===== config.mk =====
export PLATFORM = sky130hd
export DESIGN_NAME = lz4d_fifo
export DESIGN_NICKNAME = d
export VERILOG_FILES = /design/src/hdl/lz4d_fifo.sv
export SDC_FILE = /design/constraint.sdc
export NUM_CORES = 1
export LEC_CHECK = 0
export BUFFER_PORTS_ARGS = -buffer_cell sky130_fd_sc_hd__buf_4
export CORE_UTILIZATION = 52
export CTS_BUF_LIST = sky130_fd_sc_hd__clkbuf_8
export CTS_CLUSTER_DIAMETER = 120
export DETAILED_ROUTE_END_ITERATION = 16
export PLACE_DENSITY = 0.78
export SYNTH_ARGS = -nofsm -noshare
export SYNTH_HDL_FRONTEND = slang
export SYNTH_SLANG_ARGS = --single-unit

===== constraint.sdc =====
create_clock -name clk -period 1.8 [get_ports clk]
set_input_delay 0.18 -clock clk [delete_from_list [all_inputs] [get_ports clk]]
set_output_delay 0.18 -clock clk [all_outputs]
set_load 0.05 [all_outputs]

===== src/hdl/lz4d_fifo.sv =====
// Small synchronous FIFO used between the decoder stages.
`default_nettype none
module lz4d_fifo #(
  parameter int W     = 8,
  parameter int DEPTH = 4
) (
  input  wire logic                       clk,
  input  wire logic                       rst,
  input  wire logic                       wr,
  input  wire logic [W-1:0]               din,
  input  wire logic                       rd,
  output logic [W-1:0]                    dout,
  output logic                            empty,
  output logic                            full,
  output logic [$clog2(DEPTH+1)-1:0]      level
);
  localparam int PW = (DEPTH > 1) ? $clog2(DEPTH) : 1;

  logic [W-1:0]  mem [DEPTH];
  logic [PW-1:0] wptr;
  logic [PW-1:0] rptr;

  logic do_wr;
  logic do_rd;

  assign empty = (level == '0);
  assign full  = (level == ($clog2(DEPTH+1))'(DEPTH));
  assign do_wr = wr && !full;
  assign do_rd = rd && !empty;
  assign dout  = mem[rptr];

  always_ff @(posedge clk) begin
    if (rst) begin
      wptr  <= '0;
      rptr  <= '0;
      level <= '0;
    end else begin
      if (do_wr) begin
        wptr <= (wptr == PW'(DEPTH-1)) ? '0 : wptr + 1'b1;
      end
      if (do_rd) begin
        rptr <= (rptr == PW'(DEPTH-1)) ? '0 : rptr + 1'b1;
      end
      if (do_wr && !do_rd) begin
        level <= level + 1'b1;
      end else if (do_rd && !do_wr) begin
        level <= level - 1'b1;
      end
    end
  end

  always_ff @(posedge clk) begin
    if (do_wr) begin
      mem[wptr] <= din;
    end
  end
endmodule
`default_nettype wire


==> run summary <==
• height of the die: 58.7 um
• unique cell type count in the Yosys netlist: 27
• global-route wire length before repair: 4080 um
• ratio of cells with drive above 1 in the final layout: 48.5%
• family with the most delay on the worst path: simple AND/OR/NAND/NOR gates
• cell row count: 20
• status: finished, violations left
• number of slew-limit violations in the final report: 0
• grt ovf: 0
• minimum clock period after layout: 1.94 ns
• number of clock buffers inserted by TritonCTS: 5
• Detailed Routing Iterations Pass 1: 4
• CP cell instances: or3b_4 > clkinv_8 > nor2_4 > ha_4 > inv_2 > fa_2 > xor2_1 > or3_1 > a21oi_1
• final worst slack: -0.138 ns
• final setup vio count: 1
• TritonCTS clock tree: done
• core utilization of the finished layout: 68.2%
• final-stage net count: 150
• RSZ-0062 raised after global routing: true
• clock slew seen by the registers of the worst setup and hold paths: 0.08 ns
• Startpoint Class: flop
• Synth-to-Final Area Change: 24.7%
• Placement Cell Area: 1970 um^2
• buffer depth of the longest clock path: 2
• vias in the first global route: 926
• hold buffers post-CTS: 0
• number of clock sinks: 41
• critical path fanouts, max: 3
• Post-Synthesis Net Count: 111
• Achievable Freq: 0.516 GHz
• placed cells: 166
• clock insertion delay at the later pin of the skew report: 0.29 ns
• Data required, critical path: 2.02 ns
• routability congestion estimate: 0.705
• wire length after detailed routing: 2620 um
• number of register bits inferred by synthesis: 41
• Buffers & Inverters on Critical Path: 2
• count of non-filler cells in the finished layout: 176
• Crit-path slowest cell: sky130_fd_sc_hd__dfxtp_4
• power density over cell area: 1470 nW/um^2
• routed length per instance: 14.9 um
• deepest level of the CTS H-tree: 2
• path depth of the worst reg2reg path: 9
• WP data arrival: 2.16 ns
• Final Hold Fails: 0
• die footprint: 3440 um^2
• worst clock skew on the final layout: 0.00775 ns
• synthesized area: 1670 um^2
• antenna violations before repair: 0
• number of instances in the synthesized netlist: 92
• placeable core area: 3050 um^2
• largest net degree at the start of global routing: 13
• critical path class: reg -> reg
• depth of the critical timing path with buffers and inverters included: 9
• area of all placed cells without fillers: 2080 um^2
• Filler Cells Inserted: 231
• worst hold margin: 0.0908 ns
• share of the clock period used by the worst path after layout: 108%
• hold path depth: 1
• port bufs: 24
• via count: 887
• count of warnings emitted by yosys: 0
• Post-route DRC: 0
• Die Span X: 58.7 um
• I/O Pins: 25
• most frequently used flop master after synthesis: sky130_fd_sc_hd__edfxtp_1
• global-route usage over all layers: 17.6%
• number of synthesized flops with an enable pin: 32
• number of inserted diodes: 0
• longest individual stage delay on the worst path: 0.35 ns
• per-instance average area after synthesis: 18.1 um^2
• kind of end point of the critical path: flop
• initial core utilization: 54.7%
• initial DRC count: 11
• leakage power: 0.000804 uW
• failing checks: negative setup slack
• via/cell ratio: 5.04
• Rel. slew slack: 72.0%
• slew of the pin with the lowest slew margin: 0.420 ns
• Min-Delay Path Class: in -> reg
• DRT antenna net count: 0
• CTS Root Cell: sky130_fd_sc_hd__clkbuf_8
• sequential area share after synthesis: 68.4%
• share of flip-flops with an asynchronous set or reset: 0%
• highest ir drop seen on vdd: 0.00111 V
• final HPWL from detailed placement: 1810 um
• number of maximum-capacitance violations: 0
==> per-layer routing <==
metal | vias to the layer above | GRT usage, % | part of all wire [%]
met5 | - | 0 | 0
met1 | 433 | 19.1 | 42
met2 | 23 | 30.4 | 52
li1 | 427 | - | -
met4 | 0 | 7.82 | 1.6
met3 | 4 | 7.03 | 4.5
==> synth_stat cells, drive strengths merged, types with 2 or more instances <==
| cell type | count | share of area [%] |
|---|---|---|
| and3 | 4 | 1.5 |
| buf | 3 | 1.2 |
| xor2 | 2 | 1.0 |
| nand3 | 2 | 0.60 |
| mux2i | 2 | 1.2 |
| mux4 | 8 | 11 |
| o31ai | 2 | 1.5 |
| inv | 3 | 0.67 |
| edfxtp | 32 | 58 |
| o21ai | 2 | 0.60 |
| or3 | 2 | 0.75 |
| ha | 6 | 4.5 |
| nor3 | 2 | 0.60 |
| a21oi | 3 | 1.1 |
| nor2 | 4 | 1.3 |
| dfxtp | 9 | 11 |
==> per-stage QoR <==
step	setup WS, ns	setup TNS (ns)	power [uW]
final	-0.138	-0.138	3070
after global routing	-0.234	-0.290	3220
after CTS	-0.186	-0.206	3080
after global placement	-0.157	-0.203	2470
after detailed placement	-0.220	-0.308	2500
after floorplan	-0.316	-0.527	2120
==> final timing paths <==
path                                       startpoint               endpoint  slack, ns
worst min-delay path                           din[6]    mem[3][6]$_DFFE_PP_       0.09
worst max-delay path            level[2]$_SDFFE_PP0P_  level[2]$_SDFFE_PP0P_      -0.14
worst min register to register   rptr[0]$_SDFFE_PP0P_                   flop       0.52
worst max register to register  level[2]$_SDFFE_PP0P_  level[2]$_SDFFE_PP0P_      -0.14
==> flip-flops by register name, summed over array words and instances (netlist names), named ones only <==
register and cells:
wptr 2, level 3, rptr 2, mem 32
==> layout by cell type, fill, tap and decap left out <==
master	instances
sky130_fd_sc_hd__mux2i_1	2
sky130_fd_sc_hd__buf_4	36
sky130_fd_sc_hd__nor3_1	2
sky130_fd_sc_hd__nand2_1	1
sky130_fd_sc_hd__and3_1	4
sky130_fd_sc_hd__inv_2	1
sky130_fd_sc_hd__o31ai_2	2
sky130_fd_sc_hd__mux4_2	8
sky130_fd_sc_hd__clkinv_2	2
sky130_fd_sc_hd__edfxtp_1	32
sky130_fd_sc_hd__or3_1	2
sky130_fd_sc_hd__a21oi_1	2
sky130_fd_sc_hd__dfxtp_4	3
sky130_fd_sc_hd__or3b_4	1
sky130_fd_sc_hd__o21ai_1	1
sky130_fd_sc_hd__nor2_1	3
sky130_fd_sc_hd__dfxtp_1	6
sky130_fd_sc_hd__clkinv_8	1
sky130_fd_sc_hd__ha_4	1
sky130_fd_sc_hd__clkbuf_8	5
sky130_fd_sc_hd__nor2_4	1
sky130_fd_sc_hd__xor2_1	2
sky130_fd_sc_hd__a21oi_2	1
sky130_fd_sc_hd__ha_1	5
sky130_fd_sc_hd__inv_1	3
sky130_fd_sc_hd__fa_2	1
sky130_fd_sc_hd__o21ai_0	1
sky130_fd_sc_hd__nand3_1	2
sky130_fd_sc_hd__bufinv_8	1
==> area by class of cell <==
class                   instances  area [um^2]  share of cell area, %
repair buffers                 36          270                   13.0
clock inverters                 3         13.8                  0.661
clock buffers                   5         68.8                   3.31
flip-flops and latches         41         1150                   55.3
inverters                       5         45.0                   2.16
multi-input cells              42          477                   22.9
well taps                      44         55.1                   2.64
==> power by group <==
group	leakage (uW)	internal, uW	switching, uW	total, uW
registers	0.000369	1170	68.9	1240
logic	0.000386	523	755	1280
clock network	0.0000491	263	291	554
total	0.000804	1950	1120	3070
==> kinds of logic after synthesis <==
| group | share of synthesized area [%] |
|---|---|
| flops | 68.4 |
| simple gates | 5.55 |
| mux | 12.0 |
| buf+inv | 4.12 |
| compound gates | 3.22 |
| fa+ha+maj | 5.70 |
| xor+xnor | 1.05 |
==> repair_timing <==
action                                  CTS  global route
pin swaps                                 1             2
buffers inserted                          1             1
gates cloned                              0             0
endpoints found under the hold margin     0             0
gates resized for setup                   1             1
endpoints found under the setup margin    2             2
No activity file was read; power rests on OpenSTA's default activity.
