### config.mk
export PLATFORM = sky130hd
export DESIGN_NAME = lz4d_front
export DESIGN_NICKNAME = d
export VERILOG_FILES = /design/src/hdl/lz4d_pkg.sv /design/src/hdl/lz4d_front.sv
export SDC_FILE = /design/constraint.sdc
export NUM_CORES = 1
export LEC_CHECK = 0
export BUFFER_PORTS_ARGS = -buffer_cell sky130_fd_sc_hd__buf_2
export CAP_MARGIN = 15
export CORE_MARGIN = 3
export CORE_UTILIZATION = 55
export CTS_CLUSTER_SIZE = 8
export DETAILED_ROUTE_END_ITERATION = 10
export GPL_ROUTABILITY_DRIVEN = 0
export GPL_TIMING_DRIVEN = 0
export PLACE_DENSITY = 0.74
export SYNTH_ARGS = -nofsm -noshare
export SYNTH_HDL_FRONTEND = slang
export SYNTH_SLANG_ARGS = --single-unit
### constraint.sdc
create_clock -name clk -period 11.3 [get_ports clk]
set_input_delay 0.565 -clock clk [delete_from_list [all_inputs] [get_ports clk]]
set_output_delay 0.565 -clock clk [all_outputs]
set_load 0.02 [all_outputs]
### src/hdl/lz4d_pkg.sv
// Shared types and constants of the LZ4 block decoder.
`default_nettype none
package lz4d_pkg;

  localparam int WINDOW_BYTES = 65536;
  localparam int WIN_W        = 16;
  localparam int MIN_MATCH    = 4;

  localparam logic [2:0] ERR_NONE       = 3'd0;
  localparam logic [2:0] ERR_TRUNC_LLEN = 3'd1;
  localparam logic [2:0] ERR_TRUNC_LITS = 3'd2;
  localparam logic [2:0] ERR_TRUNC_OFF  = 3'd3;
  localparam logic [2:0] ERR_ZERO_OFF   = 3'd4;
  localparam logic [2:0] ERR_FAR_OFF    = 3'd5;
  localparam logic [2:0] ERR_TRUNC_MLEN = 3'd6;
  localparam logic [2:0] ERR_SIZE       = 3'd7;

  typedef struct packed {
    logic [7:0] in_byte;
    logic       in_last;
  } item_t;

  typedef struct packed {
    logic [63:0] out_bytes;
    logic [3:0]  out_count;
    logic        out_last;
    logic [2:0]  error_code;
  } result_t;

  typedef enum logic [1:0] {
    CMD_LIT,
    CMD_MATCH,
    CMD_CLOSE
  } cmd_kind_t;

  // data: literal byte or match length; distance: match offset; code: close status
  typedef struct packed {
    cmd_kind_t        kind;
    logic [7:0]       data;
    logic [WIN_W-1:0] distance;
    logic [2:0]       code;
  } cmd_t;

endpackage
`default_nettype wire

### src/hdl/lz4d_front.sv
// Front end: parses compressed bytes, checks errors, issues copy commands.
`default_nettype none
module lz4d_front (
  input  wire logic            clk,
  input  wire logic            rst,
  input  wire logic            push,
  input  wire lz4d_pkg::item_t item,
  output logic                 full,
  input  wire logic            room,
  input  wire logic            cfg_valid,
  input  wire logic [31:0]     cfg_data,
  output logic                 cmd_push,
  output lz4d_pkg::cmd_t       cmd
);
  typedef enum logic [2:0] {
    PH_TOKEN, PH_LITLEN, PH_LITS, PH_OFF_LO, PH_OFF_HI, PH_MATLEN, PH_DRAIN
  } phase_t;

  phase_t      phase, phase_next;
  logic [31:0] pc, pc_next;
  logic [31:0] lit_left, lit_left_next;
  logic [3:0]  nib, nib_next;
  logic [15:0] distance, distance_next;
  logic [2:0]  err, err_next;
  logic        pend, pend_next;
  logic [2:0]  pend_code, pend_code_next;
  logic [31:0] expected_size;

  logic        accept;
  logic        raise;
  logic [2:0]  rcode;
  logic        cp;
  logic [7:0]  cp_n;
  logic        lit_out;
  logic [32:0] sum;
  logic [15:0] d;
  logic [2:0]  close_code;
  logic        data_cmd;

  assign full   = pend || !room;
  assign accept = push && !full;

  always_comb begin
    phase_next     = phase;
    pc_next        = pc;
    lit_left_next  = lit_left;
    nib_next       = nib;
    distance_next  = distance;
    err_next       = err;
    pend_next      = pend;
    pend_code_next = pend_code;
    raise          = 1'b0;
    rcode          = lz4d_pkg::ERR_NONE;
    cp             = 1'b0;
    cp_n           = '0;
    lit_out        = 1'b0;
    data_cmd       = 1'b0;
    close_code     = lz4d_pkg::ERR_NONE;
    sum            = '0;
    d              = {item.in_byte, distance[7:0]};
    cmd_push       = 1'b0;
    cmd            = '0;

    if (pend) begin
      cmd_push   = 1'b1;
      cmd.kind   = lz4d_pkg::CMD_CLOSE;
      cmd.code   = pend_code;
      pend_next  = 1'b0;
    end else if (accept) begin
      case (phase)
        PH_TOKEN: begin
          nib_next = item.in_byte[3:0];
          if (item.in_byte[7:4] == 4'hf) begin
            lit_left_next = 32'd15;
            if (item.in_last) begin
              raise = 1'b1; rcode = lz4d_pkg::ERR_TRUNC_LLEN;
            end else begin
              phase_next = PH_LITLEN;
            end
          end else if (item.in_byte[7:4] != 4'h0) begin
            lit_left_next = {28'b0, item.in_byte[7:4]};
            if (item.in_last) begin
              raise = 1'b1; rcode = lz4d_pkg::ERR_TRUNC_LITS;
            end else begin
              phase_next = PH_LITS;
            end
          end else begin
            phase_next = PH_OFF_LO;
          end
        end
        PH_LITLEN: begin
          sum = {1'b0, lit_left} + {25'b0, item.in_byte};
          lit_left_next = sum[32] ? 32'hffff_ffff : sum[31:0];
          if (item.in_byte == 8'hff) begin
            if (item.in_last) begin
              raise = 1'b1; rcode = lz4d_pkg::ERR_TRUNC_LLEN;
            end
          end else if (item.in_last) begin
            raise = 1'b1; rcode = lz4d_pkg::ERR_TRUNC_LITS;
          end else begin
            phase_next = PH_LITS;
          end
        end
        PH_LITS: begin
          if (pc == 32'hffff_ffff) begin
            raise = 1'b1; rcode = lz4d_pkg::ERR_SIZE;
          end else begin
            lit_out       = 1'b1;
            pc_next       = pc + 32'd1;
            lit_left_next = lit_left - 32'd1;
            if (lit_left == 32'd1) begin
              phase_next = PH_OFF_LO;
            end else if (item.in_last) begin
              raise = 1'b1; rcode = lz4d_pkg::ERR_TRUNC_LITS;
            end
          end
        end
        PH_OFF_LO: begin
          distance_next = {8'b0, item.in_byte};
          if (item.in_last) begin
            raise = 1'b1; rcode = lz4d_pkg::ERR_TRUNC_OFF;
          end else begin
            phase_next = PH_OFF_HI;
          end
        end
        PH_OFF_HI: begin
          distance_next = d;
          if (d == 16'd0) begin
            raise = 1'b1; rcode = lz4d_pkg::ERR_ZERO_OFF;
          end else if ({16'b0, d} > pc) begin
            raise = 1'b1; rcode = lz4d_pkg::ERR_FAR_OFF;
          end else if (nib == 4'hf) begin
            if (item.in_last) begin
              raise = 1'b1; rcode = lz4d_pkg::ERR_TRUNC_MLEN;
            end else begin
              phase_next = PH_MATLEN;
              cp = 1'b1; cp_n = 8'd15 + 8'(lz4d_pkg::MIN_MATCH);
            end
          end else begin
            phase_next = PH_TOKEN;
            cp = 1'b1; cp_n = {4'b0, nib} + 8'(lz4d_pkg::MIN_MATCH);
          end
        end
        PH_MATLEN: begin
          if (item.in_byte == 8'hff) begin
            if (item.in_last) begin
              raise = 1'b1; rcode = lz4d_pkg::ERR_TRUNC_MLEN;
            end else begin
              cp = 1'b1; cp_n = 8'hff;
            end
          end else begin
            phase_next = PH_TOKEN;
            cp = 1'b1; cp_n = item.in_byte;
          end
        end
        default: begin
        end
      endcase

      // match copy with output size check
      if (cp && cp_n != 8'd0) begin
        sum = {1'b0, pc} + {25'b0, cp_n};
        if (sum[32]) begin
          raise = 1'b1; rcode = lz4d_pkg::ERR_SIZE;
        end else begin
          pc_next       = sum[31:0];
          data_cmd      = 1'b1;
          cmd.kind      = lz4d_pkg::CMD_MATCH;
          cmd.data      = cp_n;
          cmd.distance  = distance_next;
        end
      end
      if (lit_out) begin
        data_cmd = 1'b1;
        cmd.kind = lz4d_pkg::CMD_LIT;
        cmd.data = item.in_byte;
      end

      if (raise) begin
        if (err == lz4d_pkg::ERR_NONE) begin
          err_next = rcode;
        end
        phase_next = PH_DRAIN;
      end

      if (item.in_last) begin
        close_code = err_next;
        if (err_next == lz4d_pkg::ERR_NONE && pc_next != expected_size) begin
          close_code = lz4d_pkg::ERR_SIZE;
        end
        if (data_cmd) begin
          pend_next      = 1'b1;
          pend_code_next = close_code;
        end else begin
          cmd.kind = lz4d_pkg::CMD_CLOSE;
          cmd.code = close_code;
        end
        phase_next    = PH_TOKEN;
        pc_next       = '0;
        lit_left_next = '0;
        nib_next      = '0;
        distance_next = '0;
        err_next      = lz4d_pkg::ERR_NONE;
      end
      cmd_push = data_cmd || item.in_last;
    end
  end

  always_ff @(posedge clk) begin
    if (rst) begin
      phase         <= PH_TOKEN;
      pc            <= '0;
      lit_left      <= '0;
      nib           <= '0;
      distance      <= '0;
      err           <= lz4d_pkg::ERR_NONE;
      pend          <= 1'b0;
      pend_code     <= lz4d_pkg::ERR_NONE;
      expected_size <= '0;
    end else begin
      phase     <= phase_next;
      pc        <= pc_next;
      lit_left  <= lit_left_next;
      nib       <= nib_next;
      distance  <= distance_next;
      err       <= err_next;
      pend      <= pend_next;
      pend_code <= pend_code_next;
      if (cfg_valid) begin
        expected_size <= cfg_data;
      end
    end
  end
endmodule
`default_nettype wire

==> summary.txt <==
Critical path
  • Worst R2R End: pend_code[1]
  • FF-to-FF path depth: 25
  • Max stage delay on crit path: 0.83 ns
  • Critical path class: register to primary output
  • Worst setup SP type: register
  • CP Data Required Time: 10.74 ns
  • Reg2Reg Setup Slack: 2.80 ns
  • CP endpoint kind: primary output
  • CP delay by family, top: compound AO/OA/AOI/OAI gates
  • CP Max Fanout: 9
  • Reg2reg start: pc[11]
  • Slowest CP cell: a2111oi_0
  • Crit path buf inv count: 5
  • WP data arrival: 8.92 ns

CTS
  • Root Buffer: clkbuf_16
  • Cts bufs inserted: 17
  • Clock-pin slew on the worst setup and hold paths: 0.06 ns
  • CTS tree: yes
  • Clk Latency, worst-skew pair: 0.45 ns
  • CTS Hold Buffers Added: 0
  • Sink Count: 126
  • Post-CTS Resized: 0
  • CTS Buffer Depth: 2
  • H-tree levels: 4
  • Post-CTS setup buffer count: 0

Logic synthesis
  • Ys async rst share: 0%
  • Synth Instances: 1400
  • Most used DFF post-synth: dfxtp_1
  • Seq/Total Area, Yosys: 25.1%
  • Seq cells post-synth: 126
  • Net Count, Synth: 1481
  • Mapped cell area: 10000 sq um
  • Syn_area_per_cell: 7.17 sq um
  • Post-synth EDFFs: 0
  • Synth Warn #: 0
  • Post-synth cell types: 81

Detailed routing
  • Final WL: 35.7 mm
  • Vias per cell: 6.66
  • Wire per inst: 20.7 microns
  • First-pass DRT Iterations: 8
  • Routed via count: 11521
  • DRT iter0 DRCs: 1861
  • ANT nets after route: 0
  • # DRC: 0

STA
  • RSZ-0062 raised after global routing: false
  • Worst clock skew: 0.0143 ns
  • Worst Tran Pin Value: 0.988 ns
  • Final setup vio count: 0
  • Setup tns final: 0 ns
  • Fin Hold WS: 0.357 ns
  • Tmin final: 9.48 ns
  • Crit share post-route: 83.9%
  • Hold Vio Cnt, Final: 0
  • Slew headroom: 34.0%
  • Final slew viol count: 0
  • Peak Freq: 0.105 GHz

Die
  • Row count: 48
  • Core ar.: 17600 sq um
  • Die area: 19900 sq um
  • Die Y: 141 microns
  • Initial Util: 57.0%
  • Chip width: 141 microns
  • I/O pin total: 77

Power
  • Peak VDD IR: 0.000161 V
  • PwrDens: 107 nW/um^2
  • Leak: 4.21 nW

Cells and area
  • Fraction of layout cells with a size suffix above 1: 8.97%
  • Layout area overhead: 12.0%
  • Layout Nets: 1574
  • Number of fill cells in the layout: 1645
  • Number of inserted diodes: 0

Status
  • Status: completed

Global route
  • Vias in the first global route: 10422
  • GRT Util Overall: 35.4%
  • GRT overflow: 0
  • First-pass GRT wire length: 56.3 mm
  • Largest net degree at the start of global routing: 17
  • Initial antenna violation count: 0

Placement
  • Post-DP HPWL: 25.6 mm
  • Port bufs: 73

Worst hold path
  • WHS Path Cells: 3
  • Hold Crit Class: primary input to register
  • Hold_sp: cfg_data[19]
  • Worst Hold Path EP: expected_size[19]

Flow run
  • Max-Cap Viols: 0
## registers in the layout (all words and copies together) (netlist names)
register,cells
nib,4
phase,3
distance,16
lit_left,32
err,3
pend,1
pend_code,3
expected_size,32
pc,32
## logic make-up (layout without fill, tap and decap cells)
group           count (synthesis)  in the layout  share of synthesized area [%]
simple gates                  567            567                           27.0
compound gates                418            418                           27.1
buf+inv                       137            242                           5.40
flops                         126            126                           25.1
xor+xnor                       80             80                           7.12
fa+ha+maj                      36             36                           4.61
mux                            36             36                           3.60
## per-layer routing
metal / part of all wire [%] / track usage [%] / vias to the layer above
li1: - / - / 5297
met2: 42 / 52.3 / 757
met3: 12 / 9.16 / 143
met5: 0 / 0 / -
met1: 41 / 48.6 / 5324
met4: 4.5 / 15.5 / 0
## power breakdown
| group | internal [mW] | switching (mW) |
|---|---|---|
| Combinational | 0.0738 | 0.139 |
| Sequential | 0.455 | 0.0122 |
| Clock | 0.300 | 0.227 |
## cell type report
| cell class | count | area, sq um | share of cell area [%] |
|---|---|---|---|
| timing repair buffer | 74 | 373 | 3.32 |
| multi-input combinational | 1137 | 6980 | 62.1 |
| clock inverter | 14 | 120 | 1.07 |
| clock buffer | 17 | 425 | 3.78 |
| buffer | 101 | 407 | 3.62 |
| inverter | 36 | 135 | 1.20 |
| tap | 225 | 282 | 2.50 |
| sequential | 126 | 2520 | 22.4 |
## how the worst max path moves through the flow
| stage | endpoint | startpoint | depth (start not counted) |
|---|---|---|---|
| CTS | cmd[1] | pc[11] | 26 |
| global placement | cmd[2] | pc[11] | 26 |
| detailed placement | cmd[1] | pc[11] | 26 |
| floorplan | cmd[1] | pc[15] | 25 |
| global route | cmd[2] | pc[11] | 26 |
| finish | cmd[1] | pc[11] | 26 |
## cell usage after synthesis (10+ instances only)
library cell / number / area share [%]
nand4_1: 21 / 1.3
or4_1: 10 / 0.75
a31oi_1: 12 / 0.75
xor2_1: 22 / 1.9
clkbuf_1: 88 / 3.3
nor4_1: 18 / 1.1
o21ai_0: 92 / 4.6
nand3_1: 39 / 1.9
ha_1: 33 / 4.1
dfxtp_1: 126 / 25
nand2_1: 124 / 4.6
a21oi_1: 129 / 6.4
nor3_1: 42 / 2.1
a211oi_1: 12 / 0.90
and3_1: 31 / 1.9
or3_1: 21 / 1.3
xnor2_1: 57 / 5.0
a22oi_1: 55 / 4.1
nand2b_1: 15 / 0.93
mux2i_1: 35 / 3.5
o211ai_1: 18 / 1.3
inv_1: 33 / 1.2
nor2_1: 196 / 7.3
nor2b_1: 12 / 0.75
## worst register-to-register path, cell delays in order (launching register included)
cell       delay (ns)
dfxtp_1          0.30
clkbuf_1         0.43
inv_1            0.23
ha_1             0.35
nand2_1          0.09
nor4_1           0.52
o21ai_0          0.34
a31oi_1          0.54
nor2_1           0.18
a32o_1           0.33
ha_1             0.22
fa_1             0.48
a211oi_2         0.25
nor4_1           0.06
or3_1            0.41
buf_6            0.15
a2111oi_0        0.35
or2_1            0.17
clkbuf_1         0.25
nor3_1           0.13
a2111oi_0        0.83
nand3_1          0.16
or4_1            0.60
or4_4            0.63
o211ai_1         0.26
a311oi_1         0.12
## through the flow
step	setup WS, ns	utilization, %	cell area, sq um	total power, mW	cells
floorplan	4.43	-	10000	0.615	1400
global placement	2.77	60.7	10700	0.678	1698
detailed placement	2.83	60.8	10700	0.680	1698
CTS	2.34	63.9	11200	1.20	1729
global route	1.67	63.9	11200	1.24	1730
finish	1.82	63.9	11200	1.21	1730
## placed cells by master, fill, tap and decap left out, types with 7 or more instances in the layout
cell type and count:
nor2_1 196, a21oi_1 129, dfxtp_1 126, nand2_1 124, o21ai_0 92, clkbuf_1 88, buf_2 77, xnor2_1 57
a22oi_1 55, nor3_1 41, nand3_1 39, mux2i_1 35, inv_1 33, ha_1 33, and3_1 31, xor2_1 22
nand4_1 21, or3_1 21, nor4_1 18, o211ai_1 18, clkbuf_16 17, nand2b_1 15, nor2b_1 12, a211oi_1 12
a31oi_1 12, or4_1 10, and2_1 9, nor3b_1 9, o31ai_1 9, o22ai_1 8, a21o_1 7, o221ai_1 7
Note: power is estimated with default switching activity, not from simulation.
